`src/rtl/mfld_pkg.sv`:
```
// Shared types and constants for the monochrome frame buffer line drawer.
// No dependencies; imported by mfld_front, mfld_back and the top level.
`default_nettype none

package mfld_pkg;

  localparam int unsigned ROWS_PER_BYTE = 8;
  localparam int unsigned COORD_W       = 8;
  localparam int unsigned GEOM_W        = 9;
  localparam int unsigned ERR_W         = 11;
  localparam int unsigned CFG_IDX_W     = 2;
  localparam int unsigned CFG_DATA_W    = 8;

  // Command codes on the command port.
  localparam logic [1:0] CMD_LINE = 2'd0;
  localparam logic [1:0] CMD_READ = 2'd1;
  localparam logic [1:0] CMD_FILL = 2'd2;

  // Configuration register indexes.
  localparam logic [CFG_IDX_W-1:0] REG_SCREEN_WIDTH  = 2'd0;
  localparam logic [CFG_IDX_W-1:0] REG_SCREEN_HEIGHT = 2'd1;

  typedef enum logic [1:0] {
    OP_LINE,
    OP_READ,
    OP_FILL,
    OP_NONE
  } op_e;

  // Decoded command, with the line deltas already worked out.
  typedef struct packed {
    op_e                op;
    logic [COORD_W-1:0] x0;
    logic [COORD_W-1:0] y0;
    logic [COORD_W-1:0] x1;
    logic [COORD_W-1:0] y1;
    logic               on;
    logic [COORD_W-1:0] dx;
    logic [COORD_W-1:0] dy_mag;
    logic               step_x_neg;
    logic               step_y_neg;
  } cmd_t;

  // Active screen geometry after clipping to the store size.
  typedef struct packed {
    logic [GEOM_W-1:0] width;
    logic [GEOM_W-1:0] height;
  } geom_t;

  typedef enum logic [2:0] {
    ST_CLEAR,
    ST_IDLE,
    ST_LINE_RD,
    ST_LINE_WR,
    ST_PIX_RD,
    ST_FILL,
    ST_RESULT
  } state_e;

endpackage

`default_nettype wire

```
`src/rtl/mfld_front.sv`:
```
// Front end: accepts commands, decodes them and keeps them in a two-entry queue.
// Depends on mfld_pkg.
`default_nettype none

module mfld_front
  import mfld_pkg::*;
(
  input  wire logic               clk_i,
  input  wire logic               rst_ni,
  input  wire logic               push_i,
  input  wire logic [1:0]         command_i,
  input  wire logic [COORD_W-1:0] start_x_i,
  input  wire logic [COORD_W-1:0] start_y_i,
  input  wire logic [COORD_W-1:0] end_x_i,
  input  wire logic [COORD_W-1:0] end_y_i,
  input  wire logic               pixel_on_i,
  input  wire logic               hold_i,
  output logic                    full_o,
  output logic                    cmd_valid_o,
  output cmd_t                    cmd_o,
  input  wire logic               cmd_pop_i
);

  cmd_t       dec;
  cmd_t       q_q [2];
  logic       wr_ptr_q, wr_ptr_d;
  logic       rd_ptr_q, rd_ptr_d;
  logic [1:0] cnt_q, cnt_d;
  logic       do_push, do_pop;

  always_comb begin
    unique case (command_i)
      CMD_LINE: dec.op = OP_LINE;
      CMD_READ: dec.op = OP_READ;
      CMD_FILL: dec.op = OP_FILL;
      default:  dec.op = OP_NONE;
    endcase
    dec.x0         = start_x_i;
    dec.y0         = start_y_i;
    dec.x1         = end_x_i;
    dec.y1         = end_y_i;
    dec.on         = pixel_on_i;
    dec.dx         = (end_x_i >= start_x_i) ? end_x_i - start_x_i : start_x_i - end_x_i;
    dec.dy_mag     = (end_y_i >= start_y_i) ? end_y_i - start_y_i : start_y_i - end_y_i;
    dec.step_x_neg = !(start_x_i < end_x_i);
    dec.step_y_neg = !(start_y_i < end_y_i);
  end

  // Nothing is taken while the back end is clearing the store after reset.
  assign full_o      = (cnt_q == 2'd2) || hold_i;
  assign cmd_valid_o = (cnt_q != 2'd0);
  assign cmd_o       = q_q[rd_ptr_q];
  assign do_push     = push_i && !full_o;
  assign do_pop      = cmd_pop_i && cmd_valid_o;

  always_comb begin
    wr_ptr_d = do_push ? !wr_ptr_q : wr_ptr_q;
    rd_ptr_d = do_pop ? !rd_ptr_q : rd_ptr_q;
    cnt_d    = cnt_q + 2'(do_push) - 2'(do_pop);
  end

  always_ff @(posedge clk_i or negedge rst_ni) begin
    if (!rst_ni) begin
      wr_ptr_q <= 1'b0;
      rd_ptr_q <= 1'b0;
      cnt_q    <= 2'd0;
    end else begin
      wr_ptr_q <= wr_ptr_d;
      rd_ptr_q <= rd_ptr_d;
      cnt_q    <= cnt_d;
    end
  end

  always_ff @(posedge clk_i) begin
    if (do_push) begin
      q_q[wr_ptr_q] <= dec;
    end
  end

endmodule

`default_nettype wire

```
`config.mk`:
```
export PLATFORM = sky130hd
export DESIGN_NAME = mfld_front
export DESIGN_NICKNAME = d
export VERILOG_FILES = /design/src/rtl/mfld_pkg.sv /design/src/rtl/mfld_front.sv
export SDC_FILE = /design/constraint.sdc
export NUM_CORES = 1
export LEC_CHECK = 0
export ABC_AREA = 1
export ABC_CLOCK_PERIOD_IN_PS = 5600
export BUFFER_PORTS_ARGS = -buffer_cell sky130_fd_sc_hd__buf_2
export CAP_MARGIN = 0
export CORE_MARGIN = 5
export CORE_UTILIZATION = 35
export CTS_CLUSTER_DIAMETER = 30
export DETAILED_ROUTE_END_ITERATION = 7
export GPL_TIMING_DRIVEN = 0
export PLACE_DENSITY = 0.57
export REMOVE_ABC_BUFFERS = 1
export SETUP_SLACK_MARGIN = 0.3
export SLEW_MARGIN = 20
export SYNTH_ARGS = -nofsm -noshare
export SYNTH_HDL_FRONTEND = slang
export SYNTH_SLANG_ARGS = --single-unit
```
`constraint.sdc`:
```
create_clock -name clk_i -period 5.6 [get_ports clk_i]
set_input_delay 0.28 -clock clk_i [delete_from_list [all_inputs] [get_ports clk_i]]
set_output_delay 0.28 -clock clk_i [all_outputs]
set_load 0.005 [all_outputs]
```
Word-level counts from Yosys, hierarchy flattened
Memories as Yosys holds them, arrays and structs flattened.
Cells that the tools add are included.
{"block": "totals", "regBits": 4, "latchBits": 0, "ram_bits": 106, "rom_bits": 0, "input_bits": 40, "output_inout_bits": 55, "word_cells": 32, "mem_count": 1}
{"name": "q_q", "words": 2, "width": 53, "read_ports": 1, "rd_clocked_by_memory_dff": 0, "write_ports": 1, "line": "mfld_front.sv:25", "source": "cmd_t q_q [2];"}
{"block": "op_classes", "n_addsub": 6, "multipliers": 0, "div_mod_pow": 0, "n_lt_le_gt_ge": 4, "eq_ne": 3, "n_shift": 0, "n_mux": 5, "bitwise": 0, "n_reduce_logical": 10}
{"operator": "$sub 8x8->8", "count": 4}
{"operator": "$ge 8x8->1", "count": 2}
{"operator": "$lt 8x8->1", "count": 2}
{"operator": "$mux 8", "count": 2}
{"operator": "$pmux 2 s3", "count": 1}
{"operator": "$logic_not 1->1", "count": 5}
{"operator": "$eq 2x2->1 const B", "count": 2}
{"operator": "$add 2x1->2", "count": 1}
{"operator": "$eq 2x1->1 const B", "count": 1}
{"operator": "$logic_and 1x1->1", "count": 2}
{"operator": "$logic_not 2->1", "count": 1}
{"operator": "$mux 1", "count": 2}
{"operator": "$reduce_bool 2->1", "count": 1}
{"operator": "$sub 2x1->2", "count": 1}
{"operator": "$logic_or 1x1->1", "count": 1}

Depth between registers and ports, before layout
{"block": "depth", "ltp_word": 6, "depth_mapped": 12, "mapped_depth_nobuf": 12}

Worst setup path before layout
OpenSTA, ideal clock, no wires.
{"block": "synth_path", "kind": "flip-flop to flip-flop", "startpoint": "register cnt_q[1]", "endpoint": "memory q_q[0][0] (netlist name) (enable)", "setup_ps": 464, "arrival_time_ps": 2845, "t_required_ps": 5136, "path_slack_ps": 2291, "path_stages_with_launch": 4, "path_buffers": 0, "period_less_slack_ps": 3309, "path_cell_list": "dfrtp_1 > nand2_1 > nand3_1 > nor2_1"}
{"block": "synth_between", "elab_chain_len": 6}
{"item": "from (decl)", "line": "mfld_front.sv:28", "source": "logic [1:0] cnt_q, cnt_d;"}
{"item": "from (signal assigned)", "line": "mfld_front.sv:70", "source": "cnt_q <= cnt_d;"}
{"item": "$eq 2x2->1", "line": "mfld_front.sv:50", "source": "assign full_o = (cnt_q == 2'd2) || hold_i;"}
{"item": "$logic_or 1x1->1", "line": "mfld_front.sv:50"}
{"item": "$logic_not 1->1", "line": "mfld_front.sv:53", "source": "assign do_push = push_i && !full_o;"}
{"item": "$logic_and 1x1->1", "line": "mfld_front.sv:53"}
{"item": "$mux 1", "line": "mfld_front.sv:75", "source": "if (do_push) begin"}
{"item": "$mux 1 (implied by the code)", "line": "mfld_front.sv:76", "source": "q_q[wr_ptr_q] <= dec;"}
{"item": "to (decl)", "line": "mfld_front.sv:25"}
No other way between the ends.

==> out/metrics.cfg <==
[synth]
syn_area_um2 = 5840
syn_inst = 615
synth-seq-area-share_pct = 56.2
yosys.cell_types.count = 34
syn_area_per_cell_um2 = 9.49
yosysWarnings = 0
ys_seq_elements = 110

[place]
dp_hpwl_um = 9070
place_congestion = 0.875
numPortBuffers = 94

[setup_path]
cp_max_fo = 54
critical_path.most_common_cell = nand2_1
crit_chain = buf_12, inv_2, nand2_1, nand2_1, buf_2
timing.rr.end = rd_ptr_q$_DFFE_PN0P_
worstSetupStartpointType = flop
critical_path.top_delay_family = buffers and inverters
critPathKind = flop to primary output
max_stage_delay_ps = 750
ff2ff_path_depth = 3
worstReg2RegStart = rd_ptr_q$_DFFE_PN0P_
reg2reg_slack_ps = 3650
worstPathRequired_ps = 5320
arrival_ps = 2350
cpMaxStageDelayCell = inv_2
critical_path_buf_inv_count = 3
worstSetupEndpointType = primary output

[die]
coreArea_um2 = 16500
num_io_pins = 95
die_area_um2 = 19400
fp.dieW_um = 139
initial_core_util_pct = 35.5
fp-row-count = 47
die_height_um = 139

[sta]
relSlewSlack_pct = 32.0
whs_ps = 110
fin_crit_ps = 2630
max_freq_ghz = 0.380
rsz0062_at_grt = false
hold_viol = 0
finClkSkew_ps = 8.32
worst_pin_slew_ps = 1020
tns_ps = 0
period_share_pct = 47.0
drv_slew = 0
setup_viol = 0

[grt]
globalRouteTotalUtil_pct = 12.9
grt-busiest-layer = met2
grt_util_met1_pct = 18.1
grt_max_degree = 55
antenna_found_initial = 0
grt_pass1_vias = 4045
use_met3_pct = 3.07
grt-ovfl-total = 0
grt_pass1_wl_um = 20100
grt_util_met2_pct = 19.2

[flow_run]
max_cap_violations = 0

[cts]
path_clk_slew_ps = 70
cts_tree = yes
cts_buffers = 9
postCtsResizedCells = 0
cts_buffer_depth = 2
cts-root-buf = clkbuf_16
cts_num_sinks = 110
htree_levels = 3
clock_latency_ps = 360

[routing]
wire_per_inst_um = 13.1
vias_per_cell = 4.48
vias = 4176
firstDrtPassIters = 4
ant_nets = 0
drc_errors = 0
drt_iter0_markers = 203
routed_wl_um = 12200

[layout]
finish.utilization_pct = 42.4
nets = 785
layout-drive-gt1-share_pct = 19.5
nFillCells = 1598
syn2layout_area_growth_pct = 19.5
antenna_cells = 0

[hold_path]
hold_depth = 1
min_path_type = primary input to flop
min_from = pixel_on_i
holdPathEnd = q_q[1][18]$_DFFE_PP_

[power]
p_per_area_nw_per_um2 = 390
vdd_drop_max_v = 0.000220
leakage_nw = 3.32
total_power_mw = 2.72

[outcome]
run_status = finished clean

-- where the power goes --
part           total (mW)  internal (mW)  leakage, nW  switching (mW)
logic               0.869          0.339         2.13           0.530
registers            1.11           1.04         1.02          0.0617
clock network       0.746          0.452        0.173           0.293
total                2.72           1.84         3.32           0.885
-- routing by layer --
| layer | share of wire, % | up-vias |
|---|---|---|
| met4 | 1.8 | 0 |
| met1 | 50 | 1946 |
| met5 | 0 | - |
| li1 | - | 2127 |
| met3 | 4.6 | 12 |
| met2 | 43 | 91 |
-- placed cells by master, fill, tap and decap left out, types with 4 or more instances in the layout --
master / instances
nand3_2: 4
nor2_1: 10
edfxtp_1: 106
xor2_1: 10
inv_1: 77
buf_2: 94
nand2_1: 274
nor2_4: 4
o21ai_0: 4
a21oi_1: 12
nand3_1: 22
clkbuf_16: 9
fa_1: 4
xnor2_1: 6
ha_1: 34
-- state kept, by name, summed over array words and instances (netlist names) --
signal    cells
wr_ptr_q      1
cnt_q         2
rd_ptr_q      1
q_q         106
-- cells by family (layout without fill, tap and decap cells) --
| kind of cell | count (synthesis) | after routing | synth area share (%) |
|---|---|---|---|
| AOI/OAI and AO/OA | 25 | 25 | 2.51 |
| xor gates and xnor gates | 16 | 16 | 2.40 |
| adders and majority gates | 38 | 38 | 8.66 |
| buffers and inverters | 99 | 196 | 7.01 |
| DFF | 110 | 110 | 56.2 |
| and+or+nand+nor | 327 | 327 | 23.2 |
-- metrics by stage --
step	cell area (um^2)	worst slack, ps	std cells
finish	6980	2970	932
global route	6980	2720	932
CTS	6980	2890	932
detailed placement	6610	3300	915
global placement	6480	877	910
floorplan	5740	2290	596
-- what timing repair did --
action	in CTS	in global routing
buffers inserted	0	0
hold endpoints to repair	4	0
hold buffers	1	0
-- worst max path at each step --
stage | depth (start not counted) | endpoint | startpoint | slack, ps
floorplan | 3 | q_q[0][0]$_DFFE_PP_ | cnt_q[1]$_DFF_PN0_ | 2290
global placement | 3 | q_q[0][32]$_DFFE_PP_ | cnt_q[1]$_DFF_PN0_ | 880
detailed placement | 5 | cmd_o[7] | rd_ptr_q$_DFFE_PN0P_ | 3300
CTS | 5 | cmd_o[7] | rd_ptr_q$_DFFE_PN0P_ | 2890
global route | 5 | cmd_o[10] | rd_ptr_q$_DFFE_PN0P_ | 2720
finish | 5 | cmd_o[8] | rd_ptr_q$_DFFE_PN0P_ | 2970
-- Yosys cell counts (all sizes together) --
master,n,share of area [%]
or2,3,0.32
buf,7,0.99
ha,34,7.3
nand3,28,3.2
xor2,10,1.5
dfrtp,4,1.7
inv,80,5.2
fa,4,1.4
nand4,2,0.21
nand2,278,18
edfxtp,106,55
o21bai,2,0.26
o21ai,7,0.66
nor2,16,1.4
a21oi,14,1.3
o211ai,2,0.26
xnor2,6,0.90
clkbuf,12,0.79
-- layout make-up --
class	count	area [um^2]	share of cell area (%)
sequential	110	3280	47.1
clock buffer	10	239	3.42
clock inverter	6	116	1.67
timing repair buffer	100	596	8.54
inverter	80	305	4.38
tap	220	275	3.94
multi-input combinational	406	2160	31.0
No activity file was read; power rests on OpenSTA's default activity.
