## config.mk

```make
export PLATFORM = sky130hd
export DESIGN_NAME = mfld_resq
export DESIGN_NICKNAME = d
export VERILOG_FILES = /design/src/rtl/mfld_resq.sv
export SDC_FILE = /design/constraint.sdc
export NUM_CORES = 1
export LEC_CHECK = 0
export BUFFER_PORTS_ARGS = -buffer_cell sky130_fd_sc_hd__clkbuf_2
export CORE_AREA = 2 2 39 41
export CTS_CLUSTER_DIAMETER = 200
export DETAILED_ROUTE_END_ITERATION = 8
export DIE_AREA = 0 0 41 43
export HOLD_SLACK_MARGIN = 0.06
export MAX_ROUTING_LAYER = met4
export PLACE_DENSITY = 0.4
export SYNTH_ARGS = -nofsm -noshare
export SYNTH_HDL_FRONTEND = slang
export SYNTH_SLANG_ARGS = --single-unit
```

## constraint.sdc

```tcl
create_clock -name clk_i -period 3.8 [get_ports clk_i]
set_input_delay 0.38 -clock clk_i [delete_from_list [all_inputs] [get_ports clk_i]]
set_output_delay 0.38 -clock clk_i [all_outputs]
set_load 0.01 [all_outputs]
```

## src/rtl/mfld_resq.sv

```systemverilog
// Two-entry result queue between the back end and the result port.
// Depends on nothing outside this file.
`default_nettype none

module mfld_resq (
  input  wire logic clk_i,
  input  wire logic rst_ni,
  input  wire logic push_i,
  input  wire logic value_i,
  output logic      full_o,
  output logic      empty_o,
  input  wire logic pop_i,
  output logic      value_o
);

  logic [1:0] data_q;
  logic       wr_ptr_q, rd_ptr_q;
  logic [1:0] cnt_q, cnt_d;
  logic       do_push, do_pop;

  assign full_o  = (cnt_q == 2'd2);
  assign empty_o = (cnt_q == 2'd0);
  assign value_o = data_q[rd_ptr_q];
  assign do_push = push_i && !full_o;
  assign do_pop  = pop_i && !empty_o;
  assign cnt_d   = cnt_q + 2'(do_push) - 2'(do_pop);

  always_ff @(posedge clk_i or negedge rst_ni) begin
    if (!rst_ni) begin
      wr_ptr_q <= 1'b0;
      rd_ptr_q <= 1'b0;
      cnt_q    <= 2'd0;
    end else begin
      if (do_push) wr_ptr_q <= !wr_ptr_q;
      if (do_pop) rd_ptr_q <= !rd_ptr_q;
      cnt_q <= cnt_d;
    end
  end

  always_ff @(posedge clk_i) begin
    if (do_push) begin
      data_q[wr_ptr_q] <= value_i;
    end
  end

endmodule

`default_nettype wire

```

Yosys cells after proc, flatten, opt, wreduce, memory -nomap -nowiden
Cells that the tools add are included.
{"block": "word_totals", "ff_bits": 6}
{"block": "classes", "add_sub_neg": 2, "order_cmp": 3, "eq_ne": 1, "n_mux": 5, "reduce_logical": 8}
{"operator": "$logic_not A1 Y1", "n": 4}
{"operator": "$lt A1 B2 Y1 const B", "n": 2}
{"operator": "$logic_and A1 B1 Y1", "n": 3}
{"operator": "$mux W1", "n": 3}
{"operator": "$add A2 B1 Y2", "n": 1}
{"operator": "$bwmux W2", "n": 1}
{"operator": "$eq A2 B2 Y1 const B", "n": 1}
{"operator": "$logic_not A2 Y1", "n": 1}
{"operator": "$sub A2 B1 Y2", "n": 1}
{"operator": "$demux W1 S1", "n": 1}
{"operator": "$ge A1 B1 Y1 const B", "n": 1}

Depth between registers and ports, before layout
Gate-level depths: netlist of the first run.
{"block": "logic_depth", "ltp_word": 5, "mapped_depth": 7}

Worst setup path after synthesis of the first run
No wires, ideal clock.
{"block": "synth_timing", "kind": "register to register", "startpoint": "register cnt_q[1]", "endpoint": "register cnt_q[1]", "setup_ns": 0.123, "arrival_time_ns": 1.431, "setup_slack_ns": 2.246, "path_stages_with_launch": 8, "path_cell_list": "dfrtp_1 nor2_1 nor2b_2 ha_1 inv_1 ha_1 xnor2_1 xnor2_1"}
{"item": "from (decl)", "line": "18", "text": "logic [1:0] cnt_q, cnt_d;"}
{"item": "from (signal assigned)", "line": "36", "text": "cnt_q <= cnt_d;"}
{"item": "$logic_not A2 Y1", "line": "22", "text": "assign empty_o = (cnt_q == 2'd0);"}
{"item": "named net empty_o", "line": "11", "text": "output logic empty_o,"}
{"item": "$logic_not A1 Y1", "line": "25", "text": "assign do_pop = pop_i && !empty_o;"}
{"item": "$logic_and A1 B1 Y1", "line": "25"}
{"item": "named net do_pop", "line": "19", "text": "logic do_push, do_pop;"}
{"item": "$sub A2 B1 Y2", "line": "26", "text": "assign cnt_d = cnt_q + 2'(do_push) - 2'(do_pop);"}
{"item": "named net cnt_d[1]", "line": "18"}
The timed path passes the listed nets, and every way through them passes these cells.
A chain may end at the register's enable or synchronous reset.

Final worst setup path of the first run
{"block": "layout_timing", "startpoint": "register cnt_q[1]", "endpoint": "register cnt_q[1]"}
{"block": "layout_via", "elab_chain_len": 5}
{"item": "$eq A2 B2 Y1", "line": "21", "text": "assign full_o = (cnt_q == 2'd2);"}
{"item": "$logic_not A1 Y1", "line": "24", "text": "assign do_push = push_i && !full_o;"}
{"item": "$logic_and A1 B1 Y1", "line": "24"}
{"item": "$add A2 B1 Y2", "line": "26"}
{"item": "$sub A2 B1 Y2 *", "line": "26"}
{"item": "named net cnt_d[1]", "line": "18"}
Mark *: on every way through the listed nets, which the timed path passes. The rest lies on a longest branch.

==> out/metrics.yaml, run 1 <==
clock_network:
  cts_resized: 0
  cts_root_buffer: "clkbuf_4"
  hold_buffers: 1
  clk_latency_ps: 240
  cts_setup_buffers: 0
  clock_path_buffers: 2
  cts_tree: "yes"
  htree_levels: 1
  cts_made_buffers: 3
  clkSinkCount: 6
  clkTransAtPathRegs_ps: 50
critical_path:
  start_kind: "register"
  worstRegToRegCells: 7
  timing.rr.start: "cnt_q[1]$_DFF_PN0_"
  cpPeakStageDelay_ps: 400
  endpoint_kind: "register"
  cp-startpoint: "cnt_q[1]$_DFF_PN0_"
  r2r_end: "cnt_q[1]$_DFF_PN0_"
  cp.required_ps: 3960
  cp-endpoint: "cnt_q[1]$_DFF_PN0_"
  reg2reg_slack_ps: 2290
  worst-endpoint-arrival_ps: 1670
  crit_type: "register to register"
  cp_slowest_cell: "dfrtp_1"
  path_cells: "nand2b_1 -> nand2_1 -> ha_1 -> inv_1 -> ha_1 -> xnor2_1 -> xnor2_1"
  cp_max_fo: 3
drt:
  ant_nets: 0
  wirelength_um: 434
  avgViaCountPerCell: 3.735
  drt-pass1-iter-count: 2
  drc: 0
  vias: 183
  drt_iter0_markers: 3
  wire_per_inst_um: 8.857
timing:
  fin_crit_ps: 1513
  slew_headroom_pct: 89.15
  skew_ps: 6.585
  maxSlewViolCount: 0
  finalSetupViolCount: 0
  worstMarginPinSlew_ps: 161.5
  rsz0062_at_grt: "false"
  fmax_ghz: 0.6608
  finalCritPeriodShare_pct: 39.83
  fin_ws_ps: 2287
  hold_violations: 0
  finalSetupTns_ps: 0
power:
  peakVddDrop_uv: 230.5
  static-leakage-power_nw: 0.1757
  power.total_mw: 0.2909
  power_density_nw_per_um2: 801.7
finish:
  final_layout_size_suffix_gt1_share_pct: 36.36
  layout.nets: 41
  layout.cells.non_filler: 49
  regArea_um2: 160.2
  multi_input_area_um2: 103.9
  syn2layout_area_growth_pct: 33.64
  antenna_cells: 0
  fin_util_pct: 26.22
  nFillCells: 152
placed_design:
  placedCellCount: 44
  place_congestion: 0.6978
  io_buffer_count: 7
  dp_slack_ps: 2277
floorplanning:
  core-area_um2: 1384
  fp.dieW_um: 41
  initial_core_util_pct: 19.62
  die_y_um: 43
  boundaryPins: 8
  dieArea_um2: 1763
  rows: 14
grt:
  grt_pass1_vias: 182
  track_usage_pct: 7.246
  grt-ovfl-total: 0
  grt_pass1_wl_um: 703
  antenna_found_initial: 0
  grt_max_degree: 5
synthesis:
  ys_async_sr_fraction_pct: 66.67
  synth_cells: 21
  ys_seq_area_share_pct: 58.99
  synthFlopType: "dfrtp_1"
  synth_area_um2: 271.5
  yosysUniqueCellTypes: 12
  synth_top_area_share_pct: 36.87
  ys_ff_latch: 6
  synth-edff-count: 2
  yosysTopAreaCell: "dfrtp_1"
  synth_area_leaders: "dfrtp_1 (37%), edfxtp_1 (22%), xnor2_1 (9.7%), ha_1 (9.2%), mux2_2 (4.1%)"
  yosys_warnings: 0
  syn_nets: 28
  avgSynthCellArea_um2: 12.93
  yosysMostFrequentCell: "dfrtp_1"
  synthTopCellsByCount: "dfrtp_1 (4), xnor2_1 (3)"
run:
  maxCapViolCount: 0
run_status:
  status: "complete, no violations"
min_path:
  hp-class: "primary input to register"
-- sequential cells by signal (all words and copies together) (netlist names) --
name and count:
wr_ptr_q 1, cnt_q 2, data_q 2, rd_ptr_q 1
-- kinds of logic after synthesis --
family        synth area share [%]
simple gates                 11.98
flops                        58.99
xor+xnor                     12.91
buf+inv                      2.766
fa+ha+maj                    9.215
mux                          4.147
-- worst min-delay path by stage --
stage	start	endpoint	slack, ps	cells past startpoint
2_1_floorplan	rst_ni	cnt_q[0]$_DFF_PN0_	80	0
5_1_grt	value_i	data_q[0]$_DFFE_PP_	310	1
3_3_place_gp	rst_ni	rd_ptr_q$_DFFE_PN0P_	190	1
6_report	value_i	data_q[0]$_DFFE_PP_	320	1
4_1_cts	value_i	data_q[0]$_DFFE_PP_	310	1
3_5_place_dp	rst_ni	rd_ptr_q$_DFFE_PN0P_	190	1
-- critical path: cells and delay by family (launching register included) --
family	cells	cell delay, ps
buffers and inverters	1	40
xor gates and xnor gates	2	300
and+or+nand+nor	2	230
adders and majority gates	2	470
DFF	1	400
-- per-stage QoR --
step / hold slack (ps) / instance area, um^2
2_1_floorplan: 84.41 / 271.5
3_3_place_gp: 193.3 / 326.6
3_5_place_dp: 191.7 / 326.6
4_1_cts: 314.1 / 362.8
5_1_grt: 309.3 / 362.8
6_report: 322.3 / 362.8
-- layout make-up --
type	instances	share of cell area, %
clock buffer	4	7.241
multi-input combinational	13	28.62
sequential	6	44.14
inverter	2	2.069
timing repair buffer	8	12.41
tap	16	5.517
-- cells in the final DEF, fill, tap and decap left out, types with 2 or more instances in the layout --
| cell | count |
|---|---|
| clkbuf_2 | 7 |
| xnor2_1 | 3 |
| nor2_1 | 2 |
| dfrtp_1 | 4 |
| inv_1 | 2 |
| edfxtp_1 | 2 |
| ha_1 | 2 |
| clkbuf_4 | 3 |
-- per-layer routing --
metal	vias up	global-route usage, %	wire, um
met4	0	8.000	0
met2	6	9.688	229
met1	86	4.918	172
met3	0	6.283	33
li1	91	-	-
met5	-	-	0
-- where the power goes --
part / internal, mW / leakage [nW] / switching, mW
Sequential: 0.0974 / 0.0652 / 0.0198
Clock: 0.0398 / 0.0150 / 0.0229
Combinational: 0.0573 / 0.0955 / 0.0537
Total: 0.194 / 0.176 / 0.0964
(Power assumes the default switching activity.)
==> run 2, diff against run 1 <==
- clock period: 3.8 -> 1.4 ns (I/O delays scaled with it)
==> run 2 against run 1 <==
  * The run now ends with negative setup slack left
  * Final area up 30%
  * Hold slack worse by 240 ps
  * Sequential share of layout area down 9.9 points
  * Maximum frequency up 5.9%
  * Utilization up 7.9 points
  * First-iteration DRC count up 100%
  * Die area unchanged
  * Critical path depth unchanged
  * Largest cell class unchanged
  * Highest routed layer is now met4
==> out/metrics.yaml, run 2 (synthesis gave the netlist of run 1 again) <==
run_status:
  status: "finished, violations left"
  violations: "negative setup slack"
power:
  peakVddDrop_uv: 800.7
  power_density_nw_per_um2: 2286
  power.total_mw: 1.078
  static-leakage-power_nw: 0.2204
drt:
  avgViaCountPerCell: 3.857
  drt_iter0_markers: 6
  ant_nets: 0
  wirelength_um: 529
  wire_per_inst_um: 9.446
  vias: 216
  drt-pass1-iter-count: 4
  drc: 0
clock_network:
  cts_tree: "yes"
  clkTransAtPathRegs_ps: 50
  cts_root_buffer: "clkbuf_4"
  clk_latency_ps: 250
  htree_levels: 1
  clkSinkCount: 6
  cts_made_buffers: 3
  clock_path_buffers: 2
floorplanning:
  boundaryPins: 8
  initial_core_util_pct: 19.62
  core-area_um2: 1384
  die_y_um: 43
  fp.dieW_um: 41
  rows: 14
  dieArea_um2: 1763
critical_path:
  cpMostUsedCell: "ha_4"
  crit_family: "adder cells"
  start_kind: "register"
  cp_max_fo: 3
  cp.required_ps: 1540
  reg2reg_slack_ps: -30
  path_buf_inv: 1
  crit_type: "register to register"
  cpPeakStageDelay_ps: 400
  worst-endpoint-arrival_ps: 1570
  endpoint_kind: "register"
  cp_slowest_cell: "dfrtp_1"
  path_cells: "nand2b_4 -> nand2_4 -> ha_4 -> inv_2 -> ha_4 -> xnor2_2 -> xnor2_1"
finish:
  nFillCells: 143
  mostFrequentLayoutCells: "clkbuf_2 (7), buf_4 (7), clkbuf_4 (3), dfrtp_1 (3)"
  final_layout_size_suffix_gt1_share_pct: 67.50
  syn2layout_area_growth_pct: 73.73
  reg.largest.list: "cnt_q x2, data_q x2"
  layout.nets: 48
  regArea_um2: 161.4
  antenna_cells: 0
  multi_input_area_um2: 158.9
  design_area_um2: 471.7
grt:
  track_usage_pct: 9.326
  grt_pass1_vias: 225
  grt-ovfl-total: 0
  grt_pass1_wl_um: 945
  grt_max_degree: 5
  antenna_found_initial: 0
run:
  maxCapViolCount: 0
timing:
  skew_ps: 4.183
  slew_headroom_pct: 88.88
  finalCritPeriodShare_pct: 102.1
  rsz0062_at_grt: "true"
  finalSetupViolCount: 1
  worstMarginPinSlew_ps: 166.1
  hold_violations: 0
  finalSetupTns_ps: -29.15
  maxSlewViolCount: 0
  fin_ws_ps: -29.15
  fin_crit_ps: 1429
  fmax_ghz: 0.6997
min_path:
  hp-class: "primary input to register"
placed_design:
  io_buffer_count: 7
  dpl_cell_area_um2: 392.9
  place_congestion: 0.6922
  dp_hpwl_um: 401.2
run 2: routing by layer:
layer	vias up	global-route usage, %	part of all wire, %
met5	-	-	0
met4	0	12.00	6.8
met3	5	3.141	3.2
met2	7	10.94	45
met1	98	10.20	44
li1	106	-	-
run 2: repair_timing:
item,CTS,global route
pin swaps,5,0
hold endpoints to repair,4,0
buffers inserted,0,1
hold buffers,1,0
endpoints found under the setup margin,1,1
resized for setup,5,0
run 2: worst paths after layout:
path                                       from                   end  cells after the start
setup / recovery             cnt_q[0]$_DFF_PN0_    cnt_q[1]$_DFF_PN0_                      7
hold / removal                          value_i   data_q[0]$_DFFE_PP_                      1
setup reg to reg             cnt_q[0]$_DFF_PN0_    cnt_q[1]$_DFF_PN0_                      7
hold reg to reg            rd_ptr_q$_DFFE_PN0P_  rd_ptr_q$_DFFE_PN0P_                      1
max in group asynchronous                rst_ni    cnt_q[1]$_DFF_PN0_                      2
min in group asynchronous                rst_ni  rd_ptr_q$_DFFE_PN0P_                      2
run 2: layout make-up:
class                           count  share of cell area, %
Sequential cell                     6                  34.22
Multi-Input combinational cell     13                  33.69
Timing Repair Buffer               15                  20.69
Clock buffer                        4                  5.570
Tap cell                           16                  4.244
Inverter                            2                  1.592
run 2: worst reg2reg max path: stages, from the launching register on:
cell	delay, ps
dfrtp_1	400
nand2b_4	170
nand2_4	60
ha_4	260
inv_2	40
ha_4	150
xnor2_2	130
xnor2_1	120
run 2: through the flow:
| stage | util [%] | hold WS [ps] | cells | setup WS [ps] |
|---|---|---|---|---|
| 5_1_grt | 34.09 | 76.50 | 56 | -100.8 |
| 3_3_place_gp | 28.39 | -43.83 | 50 | -60.05 |
| 4_1_cts | 33.54 | 68.45 | 55 | -34.99 |
| 3_5_place_dp | 28.39 | -36.77 | 50 | -97.08 |
| 6_report | 34.09 | 81.89 | 56 | -29.15 |
| 2_1_floorplan | - | -155.6 | 21 | -47.53 |
run 2: power breakdown:
| group | internal, mW | switching (mW) | total, mW |
|---|---|---|---|
| clock | 0.109 | 0.0726 | 0.181 |
| combinational | 0.343 | 0.215 | 0.559 |
| sequential | 0.267 | 0.0712 | 0.338 |
==> run 3, diff against run 2 <==
- PLACE_DENSITY: 0.4 -> unset
==> run 3 against run 2 <==
  * The flow still finishes with violations (negative setup slack)
  * First-iteration DRC count shrank 50%
  * Critical path depth is the same
  * Register-to-register slack barely moved
  * Sequential share of layout area is 0.45 points lower
  * Utilization rose by 0.45 points
  * Combinational power up 2%
  * Maximum frequency down 0.44%
  * Sequential cell count stayed put
  * Via count decreased by 1.4%
  * Global-route usage up 0.31 points
  * Hold slack improved by 9.2 ps
  * Non-clock buffer count stayed put
  * Critical path type unchanged
==> out/metrics.yaml, run 3 (synthesis gave the netlist of run 1 again) <==
finish:
  final_common_cell: "buf_4"
  final_layout_size_suffix_gt1_share_pct: 70.00
  layout.nets: 48
  reg.largest.list: "cnt_q x2, data_q x2"
  mostFrequentLayoutCells: "buf_4 (7), clkbuf_2 (6), clkbuf_4 (3), dfrtp_1 (3)"
  antenna_cells: 0
  syn2layout_area_growth_pct: 76.04
run_status:
  violations: "negative setup slack"
  status: "finished, violations left"
grt:
  grt-ovfl-total: 0
  track_usage_pct: 9.637
  grt_max_degree: 5
  grt_pass1_wl_um: 972
  antenna_found_initial: 0
  grt_pass1_vias: 220
critical_path:
  timing.rr.start: "cnt_q[0]$_DFF_PN0_"
  crit_type: "register to register"
  cp_max_fo: 3
  r2r_end: "cnt_q[1]$_DFF_PN0_"
  worst-endpoint-arrival_ps: 1560
  cp.required_ps: 1530
  endpoint_kind: "register"
  cp-startpoint: "cnt_q[0]$_DFF_PN0_"
  reg2reg_slack_ps: -40
  worstRegToRegCells: 7
  start_kind: "register"
  cp-endpoint: "cnt_q[1]$_DFF_PN0_"
drt:
  wire_per_inst_um: 9.536
  ant_nets: 0
  vias: 213
  drt_iter0_markers: 3
  drt-pass1-iter-count: 4
  avgViaCountPerCell: 3.804
  wirelength_um: 534
  drc: 0
clock_network:
  clkTransAtPathRegs_ps: 50
  clkSinkCount: 6
  clock_path_buffers: 2
  cts_root_buffer: "clkbuf_4"
  clk_latency_ps: 250
  cts_made_buffers: 3
  cts_tree: "yes"
  htree_levels: 1
floorplanning:
  core-area_um2: 1384
  boundaryPins: 8
  dieArea_um2: 1763
  die_y_um: 43
  initial_core_util_pct: 19.62
  rows: 14
  fp.dieW_um: 41
timing:
  fin_ws_ps: -35.52
  skew_ps: 5.299
  hold_violations: 0
  rsz0062_at_grt: "true"
  finalCritPeriodShare_pct: 102.5
  maxSlewViolCount: 0
  slew_headroom_pct: 86.89
  worstMarginPinSlew_ps: 195.8
  hold_ws_ps: 91.13
  fmax_ghz: 0.6966
  finalSetupViolCount: 1
  fin_crit_ps: 1436
placed_design:
  dp_slack_ps: -83.18
  io_buffer_count: 7
  place_congestion: 0.6847
power:
  power_density_nw_per_um2: 2286
  static-leakage-power_nw: 0.2195
  peakVddDrop_uv: 1077
min_path:
  hp-class: "primary input to register"
run:
  maxCapViolCount: 0
## run 3: final cells by class
type                            count  area [um^2]
Clock buffer                        4        26.28
Timing Repair Buffer               15        103.9
Tap cell                           16        20.02
Inverter                            2        7.507
Multi-Input combinational cell     13        158.9
Sequential cell                     6        161.4
Fill cell                         135        905.9
## run 3: worst min-delay path by stage
stage	start	to	slack [ps]	cells past startpoint
finish	value_i	data_q[1]$_DFFE_PP_	90	1
global route	value_i	data_q[0]$_DFFE_PP_	70	1
CTS	value_i	data_q[1]$_DFFE_PP_	80	1
detailed placement	rst_ni	wr_ptr_q$_DFFE_PN0P_	-40	1
global placement	rst_ni	rd_ptr_q$_DFFE_PN0P_	-50	1
floorplan	rst_ni	cnt_q[0]$_DFF_PN0_	-160	0
## run 3: metal layers
metal	vias up	share of wire (%)	global-route usage, %
li1	104	-	-
met1	99	43	10.20
met2	10	47	11.88
met3	0	9.6	7.853
met4	0	0	6.000
met5	-	0	-
## run 3: where the power goes
group / total (mW) / internal, mW / switching, mW
Sequential: 0.344 / 0.267 / 0.0767
Clock: 0.178 / 0.108 / 0.0700
Combinational: 0.570 / 0.355 / 0.215
## run 3: timing repair
item / 4_1_cts / 5_1_grt
hold buffers: 1 / 0
pin swaps: 5 / 0
endpoints found under the setup margin: 1 / 2
setup buffers: 2 / 1
gates resized for setup: 5 / 3
endpoints found under the hold margin: 4 / 0
## run 3: worst max-delay path, cell delays in order (launching register included)
cell      delay (ps)
dfrtp_1          410
nand2b_4         170
nand2_4           50
ha_4             260
inv_2             40
ha_4             150
xnor2_2          120
xnor2_1          120
## run 3: through the flow
stage	util [%]	cells	power [mW]	instance area, um^2	TNS (ps)
4_1_cts	33.54	55	1.066	464.2	-47.71
2_1_floorplan	-	21	0.5939	292.8	-47.53
3_3_place_gp	27.31	48	0.7445	377.9	-90.03
3_5_place_dp	27.31	48	0.7480	377.9	-83.18
6_report	34.54	56	1.093	478.0	-35.52
5_1_grt	34.54	56	1.205	478.0	-105.0
